<file path="config.mk">
export PLATFORM = sky130hd
export DESIGN_NAME = button_click_classifier_top_flat
export DESIGN_NICKNAME = d
export VERILOG_FILES = /design/src/rtl/bcc_pkg.sv /design/src/rtl/bcc_in_if.sv /design/src/rtl/bcc_out_if.sv /design/src/rtl/bcc_cfg_if.sv /design/src/rtl/bcc_cfg_regs.sv /design/src/rtl/bcc_in_stage.sv /design/src/rtl/bcc_classify.sv /design/src/rtl/button_click_classifier_top.sv /design/src/flat_wrapper.sv
export SDC_FILE = /design/constraint.sdc
export NUM_CORES = 1
export LEC_CHECK = 0
export ABC_AREA = 1
export BUFFER_PORTS_ARGS = -buffer_cell sky130_fd_sc_hd__buf_2
export CAP_MARGIN = 20
export CORE_MARGIN = 8
export CORE_UTILIZATION = 64
export DETAILED_ROUTE_END_ITERATION = 16
export PLACE_DENSITY = 0.79
export REMOVE_ABC_BUFFERS = 1
export SYNTH_ARGS = -nofsm -noshare
export SYNTH_HDL_FRONTEND = slang
export SYNTH_SLANG_ARGS = --single-unit
</file>
<file path="constraint.sdc">
create_clock -name clk -period 8 [get_ports clk]
set_input_delay 2 -clock clk [delete_from_list [all_inputs] [get_ports clk]]
set_output_delay 2 -clock clk [all_outputs]
set_load 0.02 [all_outputs]
</file>
<file path="src/rtl/bcc_pkg.sv">
// ----------------------------------------------------------------------------
// Button click classifier package
// Types, event codes and register indexes shared by the classifier files.
// ----------------------------------------------------------------------------
package bcc_pkg;

  localparam int TIME_W    = 32;
  localparam int CFG_W     = 16;
  localparam int ELAPSED_W = 8;
  localparam int CFG_IDX_W = 2;

  localparam logic [CFG_W-1:0] DEBOUNCE_RST   = 16'd10;
  localparam logic [CFG_W-1:0] DOUBLE_GAP_RST = 16'd280;
  localparam logic [CFG_W-1:0] HOLD_RST       = 16'd10000;

  typedef enum logic [1:0] {
    EV_NONE   = 2'd0,
    EV_SINGLE = 2'd1,
    EV_HOLD   = 2'd2,
    EV_DOUBLE = 2'd3
  } ev_code_t;

  typedef enum logic [CFG_IDX_W-1:0] {
    CFG_DEBOUNCE   = 2'd0,
    CFG_DOUBLE_GAP = 2'd1,
    CFG_HOLD       = 2'd2
  } cfg_idx_t;

  typedef struct packed {
    logic [CFG_W-1:0] debounce_ms;
    logic [CFG_W-1:0] double_gap_ms;
    logic [CFG_W-1:0] hold_ms;
  } cfg_t;

  typedef struct packed {
    logic                 button_level;
    logic [ELAPSED_W-1:0] elapsed_ms;
  } sample_t;

endpackage

</file>
<file path="src/rtl/bcc_in_if.sv">
// ----------------------------------------------------------------------------
// Poll input channel
// Valid/ready channel carrying one button poll per word.
// ----------------------------------------------------------------------------
interface bcc_in_if;
  logic       valid;
  logic       ready;
  logic       button_level;
  logic [7:0] elapsed_ms;

  modport source (output valid, output button_level, output elapsed_ms, input ready);
  modport sink   (input valid, input button_level, input elapsed_ms, output ready);
endinterface

</file>
<file path="src/rtl/bcc_out_if.sv">
// ----------------------------------------------------------------------------
// Event output channel
// Valid/ready channel carrying one event code per word.
// ----------------------------------------------------------------------------
interface bcc_out_if;
  logic       valid;
  logic       ready;
  logic [1:0] event_code;

  modport source (output valid, output event_code, input ready);
  modport sink   (input valid, input event_code, output ready);
endinterface

</file>
<file path="src/rtl/bcc_cfg_if.sv">
// ----------------------------------------------------------------------------
// Configuration write channel
// Valid/ready channel carrying a register index and write data.
// ----------------------------------------------------------------------------
interface bcc_cfg_if;
  logic        valid;
  logic        ready;
  logic [1:0]  index;
  logic [15:0] data;

  modport source (output valid, output index, output data, input ready);
  modport sink   (input valid, input index, input data, output ready);
endinterface

</file>
<file path="src/rtl/bcc_cfg_regs.sv">
// ----------------------------------------------------------------------------
// Configuration registers
// Debounce, double-click gap and hold time, written through the cfg channel.
// ----------------------------------------------------------------------------
module bcc_cfg_regs
  import bcc_pkg::*;
(
  input  logic          clk,
  input  logic          rst_n,
  bcc_cfg_if.sink       cfg_ch,
  output cfg_t          cfg
);

  cfg_t cfg_r;

  assign cfg_ch.ready = 1'b1;
  assign cfg          = cfg_r;

  always_ff @(posedge clk) begin
    if (!rst_n) begin
      cfg_r.debounce_ms   <= DEBOUNCE_RST;
      cfg_r.double_gap_ms <= DOUBLE_GAP_RST;
      cfg_r.hold_ms       <= HOLD_RST;
    end else if (cfg_ch.valid) begin
      // Writes to an index beyond the register list are dropped.
      unique case (cfg_ch.index)
        CFG_DEBOUNCE:   cfg_r.debounce_ms   <= cfg_ch.data;
        CFG_DOUBLE_GAP: cfg_r.double_gap_ms <= cfg_ch.data;
        CFG_HOLD:       cfg_r.hold_ms       <= cfg_ch.data;
        default: ;
      endcase
    end
  end

endmodule

</file>
<file path="src/rtl/bcc_in_stage.sv">
// ----------------------------------------------------------------------------
// Poll input register
// Captures each accepted poll word and hands it to the classifier.
// ----------------------------------------------------------------------------
module bcc_in_stage
  import bcc_pkg::*;
(
  input  logic    clk,
  input  logic    rst_n,
  bcc_in_if.sink  in_ch,
  output logic    smp_valid,
  input  logic    smp_ready,
  output sample_t smp
);

  logic    valid_r;
  sample_t smp_r;
  logic    take;

  assign in_ch.ready = !valid_r || smp_ready;
  assign take        = in_ch.valid && in_ch.ready;
  assign smp_valid   = valid_r;
  assign smp         = smp_r;

  always_ff @(posedge clk) begin
    if (!rst_n) begin
      valid_r <= 1'b0;
    end else if (take) begin
      valid_r <= 1'b1;
    end else if (smp_ready) begin
      valid_r <= 1'b0;
    end
  end

  always_ff @(posedge clk) begin
    if (take) begin
      smp_r.button_level <= in_ch.button_level;
      smp_r.elapsed_ms   <= in_ch.elapsed_ms;
    end
  end

endmodule

</file>
<file path="src/rtl/bcc_classify.sv">
// ----------------------------------------------------------------------------
// Click classifier
// Holds the running time and click flags, classifies one poll per cycle while
// the event register is free or read, and registers the resulting event code.
// ----------------------------------------------------------------------------
module bcc_classify
  import bcc_pkg::*;
(
  input  logic       clk,
  input  logic       rst_n,
  input  cfg_t       cfg,
  input  logic       smp_valid,
  output logic       smp_ready,
  input  sample_t    smp,
  bcc_out_if.source  out_ch
);

  logic [TIME_W-1:0] now_r, now_nxt;
  logic [TIME_W-1:0] press_r, press_nxt;
  logic [TIME_W-1:0] release_r, release_nxt;
  logic              last_level_r, last_level_nxt;
  logic              awaiting_r, awaiting_nxt;
  logic              marked_r, marked_nxt;
  logic              single_ok_r, single_ok_nxt;
  logic              skip_rel_r, skip_rel_nxt;
  logic              hold_rep_r, hold_rep_nxt;
  ev_code_t          ev_nxt;
  ev_code_t          code_r;
  logic              out_valid_r;
  logic              adv;

  logic [TIME_W-1:0] deb_ext, gap_ext, hold_ext;

  assign smp_ready       = !out_valid_r || out_ch.ready;
  assign adv             = smp_valid && smp_ready;
  assign out_ch.valid    = out_valid_r;
  assign out_ch.event_code = code_r;

  assign deb_ext  = {{(TIME_W-CFG_W){1'b0}}, cfg.debounce_ms};
  assign gap_ext  = {{(TIME_W-CFG_W){1'b0}}, cfg.double_gap_ms};
  assign hold_ext = {{(TIME_W-CFG_W){1'b0}}, cfg.hold_ms};

  always_comb begin
    logic [TIME_W-1:0] since_up;
    logic [TIME_W-1:0] since_down;
    logic              lvl;
    logic              rel_taken;

    lvl       = smp.button_level;
    now_nxt   = now_r + {{(TIME_W-ELAPSED_W){1'b0}}, smp.elapsed_ms};
    since_up  = now_nxt - release_r;
    since_down = now_nxt - press_r;

    press_nxt      = press_r;
    release_nxt    = release_r;
    awaiting_nxt   = awaiting_r;
    marked_nxt     = marked_r;
    single_ok_nxt  = single_ok_r;
    skip_rel_nxt   = skip_rel_r;
    hold_rep_nxt   = hold_rep_r;
    last_level_nxt = lvl;
    ev_nxt         = EV_NONE;
    rel_taken      = 1'b0;

    if (!lvl && last_level_r && (since_up > deb_ext)) begin
      press_nxt     = now_nxt;
      skip_rel_nxt  = 1'b0;
      single_ok_nxt = 1'b1;
      hold_rep_nxt  = 1'b0;
      marked_nxt    = (since_up < gap_ext) && !marked_r && awaiting_r;
      awaiting_nxt  = 1'b0;
    end else if (lvl && !last_level_r && (since_down > deb_ext) && !skip_rel_r) begin
      // The release right after a reported hold is swallowed.
      release_nxt = now_nxt;
      rel_taken   = 1'b1;
      if (!marked_r) begin
        awaiting_nxt = 1'b1;
      end else begin
        ev_nxt        = EV_DOUBLE;
        marked_nxt    = 1'b0;
        awaiting_nxt  = 1'b0;
        single_ok_nxt = 1'b0;
      end
    end

    // A timestamp just taken restarts its interval at zero.
    if (rel_taken) begin
      since_up = '0;
    end
    if (press_nxt != press_r || (!lvl && last_level_r && (now_nxt - release_r) > deb_ext)) begin
      since_down = '0;
    end

    if (lvl && (since_up >= gap_ext) && awaiting_nxt && !marked_nxt && single_ok_nxt &&
        (ev_nxt != EV_DOUBLE)) begin
      ev_nxt       = EV_SINGLE;
      awaiting_nxt = 1'b0;
    end

    if (!lvl && (since_down >= hold_ext) && !hold_rep_nxt) begin
      ev_nxt       = EV_HOLD;
      skip_rel_nxt = 1'b1;
      marked_nxt   = 1'b0;
      awaiting_nxt = 1'b0;
      hold_rep_nxt = 1'b1;
    end
  end

  always_ff @(posedge clk) begin
    if (!rst_n) begin
      now_r        <= '0;
      press_r      <= '1;
      release_r    <= '1;
      last_level_r <= 1'b1;
      awaiting_r   <= 1'b0;
      marked_r     <= 1'b0;
      single_ok_r  <= 1'b1;
      skip_rel_r   <= 1'b0;
      hold_rep_r   <= 1'b0;
      out_valid_r  <= 1'b0;
    end else if (adv) begin
      now_r        <= now_nxt;
      press_r      <= press_nxt;
      release_r    <= release_nxt;
      last_level_r <= last_level_nxt;
      awaiting_r   <= awaiting_nxt;
      marked_r     <= marked_nxt;
      single_ok_r  <= single_ok_nxt;
      skip_rel_r   <= skip_rel_nxt;
      hold_rep_r   <= hold_rep_nxt;
      out_valid_r  <= 1'b1;
    end else if (out_ch.ready) begin
      out_valid_r  <= 1'b0;
    end
  end

  always_ff @(posedge clk) begin
    if (adv) begin
      code_r <= ev_nxt;
    end
  end

endmodule

</file>
<file path="src/rtl/button_click_classifier_top.sv">
// ----------------------------------------------------------------------------
// Button click classifier
// Classifies polls of an active-low button into click, double click and hold.
// ----------------------------------------------------------------------------
// Each poll word (level plus milliseconds since the previous poll) yields
// exactly one event word: none, single click, hold or double click. The block
// takes one poll word per cycle unless back-pressure stalls it, and each
// accepted poll is held in the input register, then takes one pass through
// the 32-bit time add, interval subtract and compare into the event register.
// Back-pressure on the event channel stalls the poll channel only once both
// registers are full. Configuration words are taken at any time and should
// be written while no poll is in flight. There is no clearing pass after
// reset.
module button_click_classifier_top
  import bcc_pkg::*;
(
  input  logic       clk,
  input  logic       rst_n,
  bcc_in_if.sink     in_ch,
  bcc_out_if.source  out_ch,
  bcc_cfg_if.sink    cfg_ch
);

  cfg_t    cfg;
  sample_t smp;
  logic    smp_valid;
  logic    smp_ready;

  bcc_cfg_regs u_cfg_regs (
    .clk    (clk),
    .rst_n  (rst_n),
    .cfg_ch (cfg_ch),
    .cfg    (cfg)
  );

  bcc_in_stage u_in_stage (
    .clk       (clk),
    .rst_n     (rst_n),
    .in_ch     (in_ch),
    .smp_valid (smp_valid),
    .smp_ready (smp_ready),
    .smp       (smp)
  );

  bcc_classify u_classify (
    .clk       (clk),
    .rst_n     (rst_n),
    .cfg       (cfg),
    .smp_valid (smp_valid),
    .smp_ready (smp_ready),
    .smp       (smp),
    .out_ch    (out_ch)
  );

endmodule

</file>
<file path="src/flat_wrapper.sv">
// flat-port wrapper written by rule: the top's interface ports become plain ports
module button_click_classifier_top_flat import bcc_pkg::*;
  (clk, rst_n, in_ch_valid, in_ch_button_level, in_ch_elapsed_ms, in_ch_ready, out_ch_valid, out_ch_event_code, out_ch_ready, cfg_ch_valid, cfg_ch_index, cfg_ch_data, cfg_ch_ready);
  bcc_in_if in_ch_i ();
  bcc_out_if out_ch_i ();
  bcc_cfg_if cfg_ch_i ();
  input  logic clk;
  input  logic rst_n;
  input wire logic [$bits(in_ch_i.valid)-1:0] in_ch_valid;
  input wire logic [$bits(in_ch_i.button_level)-1:0] in_ch_button_level;
  input wire logic [$bits(in_ch_i.elapsed_ms)-1:0] in_ch_elapsed_ms;
  output wire logic [$bits(in_ch_i.ready)-1:0] in_ch_ready;
  output wire logic [$bits(out_ch_i.valid)-1:0] out_ch_valid;
  output wire logic [$bits(out_ch_i.event_code)-1:0] out_ch_event_code;
  input wire logic [$bits(out_ch_i.ready)-1:0] out_ch_ready;
  input wire logic [$bits(cfg_ch_i.valid)-1:0] cfg_ch_valid;
  input wire logic [$bits(cfg_ch_i.index)-1:0] cfg_ch_index;
  input wire logic [$bits(cfg_ch_i.data)-1:0] cfg_ch_data;
  output wire logic [$bits(cfg_ch_i.ready)-1:0] cfg_ch_ready;
  assign in_ch_i.valid = in_ch_valid;
  assign in_ch_i.button_level = in_ch_button_level;
  assign in_ch_i.elapsed_ms = in_ch_elapsed_ms;
  assign in_ch_ready = in_ch_i.ready;
  assign out_ch_valid = out_ch_i.valid;
  assign out_ch_event_code = out_ch_i.event_code;
  assign out_ch_i.ready = out_ch_ready;
  assign cfg_ch_i.valid = cfg_ch_valid;
  assign cfg_ch_i.index = cfg_ch_index;
  assign cfg_ch_i.data = cfg_ch_data;
  assign cfg_ch_ready = cfg_ch_i.ready;
  button_click_classifier_top u_core (.clk(clk), .rst_n(rst_n), .in_ch(in_ch_i), .out_ch(out_ch_i), .cfg_ch(cfg_ch_i));
endmodule
</file>
After elaboration in Yosys (flattened, before gate mapping)
Cells that the tools add are included.

Add/sub/neg operators: 3. $lt $le $gt $ge: 5. Eq/ne operators: 4. Muxes and demuxes: 28. Bitwise gates (word level): 1. Reductions and logical operators: 36.

Operators with widths (count): 2-to-1 mux 32 bit (3); greater-or-equal comparator 32 x 16 -> 1 bit (2); > comparator 32 x 16 -> 1 bit (2); subtractor 32 bit (2); adder 32 x 8 -> 32 bit (1); less-than comparator 32 x 16 -> 1 bit (1); inequality test 32 bit (1); 2-to-1 mux 1 bit (21); logical AND 1 bit (16); zero test 1 bit (8); 2-to-1 mux 2 bit (4); AND reduction 2 bit (4); nonzero test 2 bit (3); logical OR 1 bit (3); AND reduction 3 bit (1); == test 2 x 1 -> 1 bit (second input constant) (1); == test 2 bit (second input constant) (1); zero test 2 bit (1); inequality test 2 bit (second input constant) (1); inverter 1 bit (1).

Register bits after elaboration: 163. Input port bits: 32. Output and inout port bits: 5. Logic and storage cells: 94.

Logic depth before layout (Yosys ltp)
Depth after elaboration: 16. Depth in mapped cells: 63. Mapped depth without buffers: 61.

By module
A second synthesis with hierarchy kept.

Cells, all modules: 2278. Area total of the unflattened synthesis: 14387.5 um^2.

Modules (own cells, without submodules): bcc_classify (instances 1, cells an instance 1966, area each 12025.3 um^2, sequential area each 2122.0 um^2); bcc_cfg_regs (instances 1, cells an instance 296, area each 2040.7 um^2, sequential area each 960.9 um^2); bcc_in_stage (instances 1, cells an instance 16, area each 321.6 um^2, sequential area each 290.3 um^2).

Worst setup path after synthesis
OpenSTA, ideal clock, no wires.

Path type: reg-to-reg. Start: register u_core.u_in_stage.smp_r (netlist bit u_core.u_in_stage.smp[0]). End: register u_core.u_classify.code_r[1] (netlist: u_core.u_classify.out_ch.event_code[1]) (data pin). Setup time: 0.258 ns. Arrival time: 5.931 ns. Data required time: 7.742 ns. Slack: 1.811 ns. Cell stages (with the launch flop): 59. Buffers on the path: 2. Period minus slack after synthesis: 6.189 ns. Cell sequence: edfxtp_1 -> ha_1 -> fa_1 -> nand3_1 -> nand2_1 -> a21oi_1 -> o21ai_2 -> nand3_1 -> nand2_1 -> nand2_1 -> xor2_1 -> ha_1 -> nand2_1 -> inv_2 -> nand2_1 -> nand2_1 -> o21bai_1 -> a21o_1 -> (+23 left out) -> nand2_1 -> nand2_1 -> nand2_1 -> nand2_1 -> nand2_1 -> nand2_1 -> nand2_1 -> nand2_1 -> nand2_1 -> nand3_1 -> nand2_1 -> nand2_1 -> nor2_1 -> nand2_1 -> nand2_1 -> nor2_1 -> inv_1 -> nand2_1.

Cells in the longest elaborated chain, start to end: 15. Elaborated cells on any way between the ends: 40. Classes of those cells: add/sub: 3; order compare: 5; eq/ne: 2; mux: 15; reduce/logical: 15.

Ends and longest elaborated chain: start: declaration (RTL line bcc_in_stage.sv:17) `sample_t smp_r;`; adder 32 x 8 -> 32 bit (*) (RTL line bcc_classify.sv:50) `now_nxt = now_r + {{(TIME_W-ELAPSED_W){1'b0}}, smp.elapsed_ms};`; named net u_core.u_classify.now_nxt[12] (RTL line bcc_classify.sv:18) `logic [TIME_W-1:0] now_r, now_nxt;`; subtractor 32 bit (RTL line bcc_classify.sv:52) `since_down = now_nxt - press_r;`; > comparator 32 x 16 -> 1 bit (RTL line bcc_classify.sv:72) `end else if (lvl && !last_level_r && (since_down > deb_ext) && !skip_rel_r) begin`; logical AND 1 bit (2 in series) (RTL line bcc_classify.sv:72); 2-to-1 mux 1 bit (RTL line bcc_classify.sv:72); 2-to-1 mux 1 bit (RTL line bcc_classify.sv:65) `if (!lvl && last_level_r && (since_up > deb_ext)) begin`; 2-to-1 mux 32 bit (RTL line bcc_classify.sv:87) `if (rel_taken) begin`; greater-or-equal comparator 32 x 16 -> 1 bit (RTL line bcc_classify.sv:94) `if (lvl && (since_up >= gap_ext) && awaiting_nxt && !marked_nxt && single_ok_nxt &&`; logical AND 1 bit (5 in series) (RTL line bcc_classify.sv:94); 2-to-1 mux 2 bit (RTL line bcc_classify.sv:94); end signal: assignment (RTL line bcc_classify.sv:139) `code_r <= ev_nxt;`; end: declaration (RTL line bcc_classify.sv:28) `ev_code_t code_r;`.

Mark *: on every way through the listed nets, which the timed path passes. The rest lies on a longest branch. A chain may end at the register's enable or synchronous reset.

Final worst setup path
Start: register u_core.u_in_stage.smp_r (netlist bit u_core.u_in_stage.smp[0]). End: register u_core.u_classify.code_r[0] (netlist: u_core.u_classify.out_ch.event_code[0]) (data pin).

Same word-level chain as after synthesis.

==> impl_results.md <==
- Outcome: finished clean
- Die H: 162.8 um
- Max Slew Vio Count: 0
- Register bit count reported by yosys: 163
- Final setup vio count: 0
- CTS sink cnt: 163
- Max-cap violations: 0
- Min Tclk post-route: 7319 ps
- Die extent in x: 162.8 um
- Synth top area cells: dfxtp_1 22%, ha_1 14%, nand2_1 13%
- Via count: 14,243
- Routed wire length: 41,790 um
- H-tree depth: 4
- Commonest cells in the netlist: 495 x nand2_1, 391 x inv_1, 218 x a21oi_1, 186 x nor2_1, 178 x o21ai_0
- Post-synth EDFFs: 11
- Slew HR: 44.90%
- HPWL after DPL: 32,990 um
- Top cell type's share of synthesized area: 22.08%
- TritonCTS Buffers: 17
- Setup bufs post-CTS: 0
- Vias per inst: 5.734
- Fin. Hold Viols: 0
- Final RePlAce weighted congestion: 1.025
- Skew final: 12.72 ps
- CTS max path bufs: 2
- VDD IR max: 0.0001278 V
- Cell Count, Final, Fillers Out: 2,484
- Critical path capture point type: flip-flop
- Period Utilization, post-route: 91.48%
- Initial antenna violation count: 0
- Critical path class: flip-flop to flip-flop
- CTS root buf: clkbuf_16
- Core area: 0.02109 mm2
- Vias in the first global route: 13,132
- Pleak: 0.008036 uW
- Area Growth Syn to Fin: 7.480%
- First drt pass iteration count: 5
- Sequential area share after synthesis: 24.47%
- Standard-cell rows: 53
- Clock transition at the registers of the reported paths: 70 ps
- CTS tree: built
- Placed Cells incl. Taps: 2,452
- Post-Syn Area: 0.01378 mm2
- Number of synthesis warnings: 0
- Worst-skew pair later-pin latency: 450 ps
- Pwr Density: 179.4 mW/mm2
- Share of cells above drive strength 1: 6.338%
- GR Overflow Total: 0
- Leading area contributor after synthesis: dfxtp_1
- Avg WL per Cell: 16.82 um
- Die area: 0.02649 mm2
- First-iteration detailed-routing DRC count: 1,482
- Largest net degree at the start of global routing: 78
- Cell count after synthesis: 2,178
- GR Util All Layers: 31.41%
- Post-route ant nets: 0
- Avg Inst Size Synth: 6.328 um2
- Worst Tran Pin Value: 825.6 ps
- N_diodes: 0
- Most used cell, CP: nand2_1
- Largest stage delay on the critical path: 480 ps
- Synth Flop Type: dfxtp_1
- Count leader, synth: nand2_1
- CP Max Fanout: 15
- HP Class: flip-flop to flip-flop
- First-pass GRT wire length: 66,980 um
- Hold slack: 463.6 ps
- IO buf count: 35
- Crit start category: flip-flop
- Post-route DRC: 0
- Ys async rst share: 0%
- Crit path required time: 8190 ps
- IO Count: 37
- Initial Utilization: 65.36%
- Synth unique cells: 47
- Arr. time, crit path: 7510 ps
- Maximum clock rate: 0.1366 GHz
- CP max-delay cell: nor4_1
- # nets final: 2,380
[per-layer routing]
metal  up-vias  GRT usage (%)  share of wire, %
li1       7094              -                 -
met1      6478          41.44                43
met2       599          52.57                46
met3        72          4.348               8.6
met4         0          8.882               2.3
met5         -              0                 0
[cell usage in the layout (no fill, tap or decap), types with 13 or more instances in the layout]
cell type	count
inv_1	388
nand2_1	494
o21ai_0	177
a21oi_1	217
xor2_1	47
nand2_2	13
clkbuf_16	17
buf_2	35
nand4_1	39
nor2_1	185
buf_4	22
ha_1	148
nand3_1	100
dfxtp_1	152
nor3_1	20
o211ai_1	23
[logic make-up (layout without fill, tap and decap cells)]
family	Yosys count	in the layout	share of synthesized area [%]
flip-flops	163	163	24.47
other	1	1	0.02721
adder cells (fa/ha/maj)	152	152	13.96
XOR/XNOR	52	52	3.304
AO/OA/AOI/OAI	470	470	18.49
buffers and inverters	455	486	12.69
AND/OR/NAND/NOR	885	885	27.05
[power breakdown]
part           internal (uW)  total (uW)  switching [uW]
combinational            318         939             621
sequential               866         890            24.1
clock                    416         828             412
total                   1600        2660            1060
[repair_timing]
| item | CTS | global route |
|---|---|---|
| resized for setup | 0 | 9 |
| setup endpoints to repair | 0 | 6 |
| hold buffers | 0 | 0 |
[critical path, delay by kind of cell, from the launching register on]
kind	cells	cell delay [ps]
AO/OA/AOI/OAI	13	2010
adder cells (fa/ha/maj)	5	1540
flip-flops	1	380
buffers and inverters	3	340
XOR/XNOR	2	330
AND/OR/NAND/NOR	16	2450
[worst paths after layout]
kind	slack (ps)	start	cells past startpoint	to
max	680	u_core.u_in_stage.smp[0]	39	u_core.u_classify.out_ch.event_code[0]
min	460	u_core.u_cfg_regs.cfg[2]	2	u_core.u_cfg_regs.cfg[2]
max reg2reg	680	u_core.u_in_stage.smp[0]	39	u_core.u_classify.out_ch.event_code[0]
min reg2reg	460	u_core.u_cfg_regs.cfg[2]	2	u_core.u_cfg_regs.cfg[2]
[through the flow]
step                      power [uW]  worst slack (ps)  util [%]  instance area (um2)  setup TNS (ps)
after floorplan                 1541              1599         -                13520               0
after global placement          1775             695.1     67.41                14220               0
after detailed placement        1804             527.6     67.41                14220               0
after CTS                       2628             433.9     70.10                14780               0
after global routing            2803            -31.11     70.25                14810          -56.10
final                           2657             681.3     70.25                14810               0
[registers in the layout (all words and copies together), names as in the netlist]
register / cells
u_core.u_classify.release_r: 32
u_core.u_classify.hold_rep_r: 1
u_core.u_in_stage.smp: 9
u_core.u_classify.single_ok_r: 1
u_core.u_classify.awaiting_r: 1
u_core.u_classify.skip_rel_r: 1
u_core.u_classify.out_ch.event_code: 2
u_core.u_in_stage.smp_valid: 1
u_core.u_cfg_regs.cfg: 48
u_core.u_classify.out_ch.valid: 1
u_core.u_classify.marked_r: 1
u_core.u_classify.press_r: 32
u_core.u_classify.last_level_r: 1
u_core.u_classify.now_r: 32
[area by class of cell]
class | count | area [um2]
Clock inverter | 14 | 136.4
Sequential cell | 163 | 3373
Fill cell | 1897 | 6274
Clock buffer | 18 | 429.2
Tap cell | 275 | 344.1
Timing Repair Buffer | 57 | 340.3
Inverter | 397 | 1490
Multi-Input combinational cell | 1560 | 8701
No activity file was read; power rests on OpenSTA's default activity.
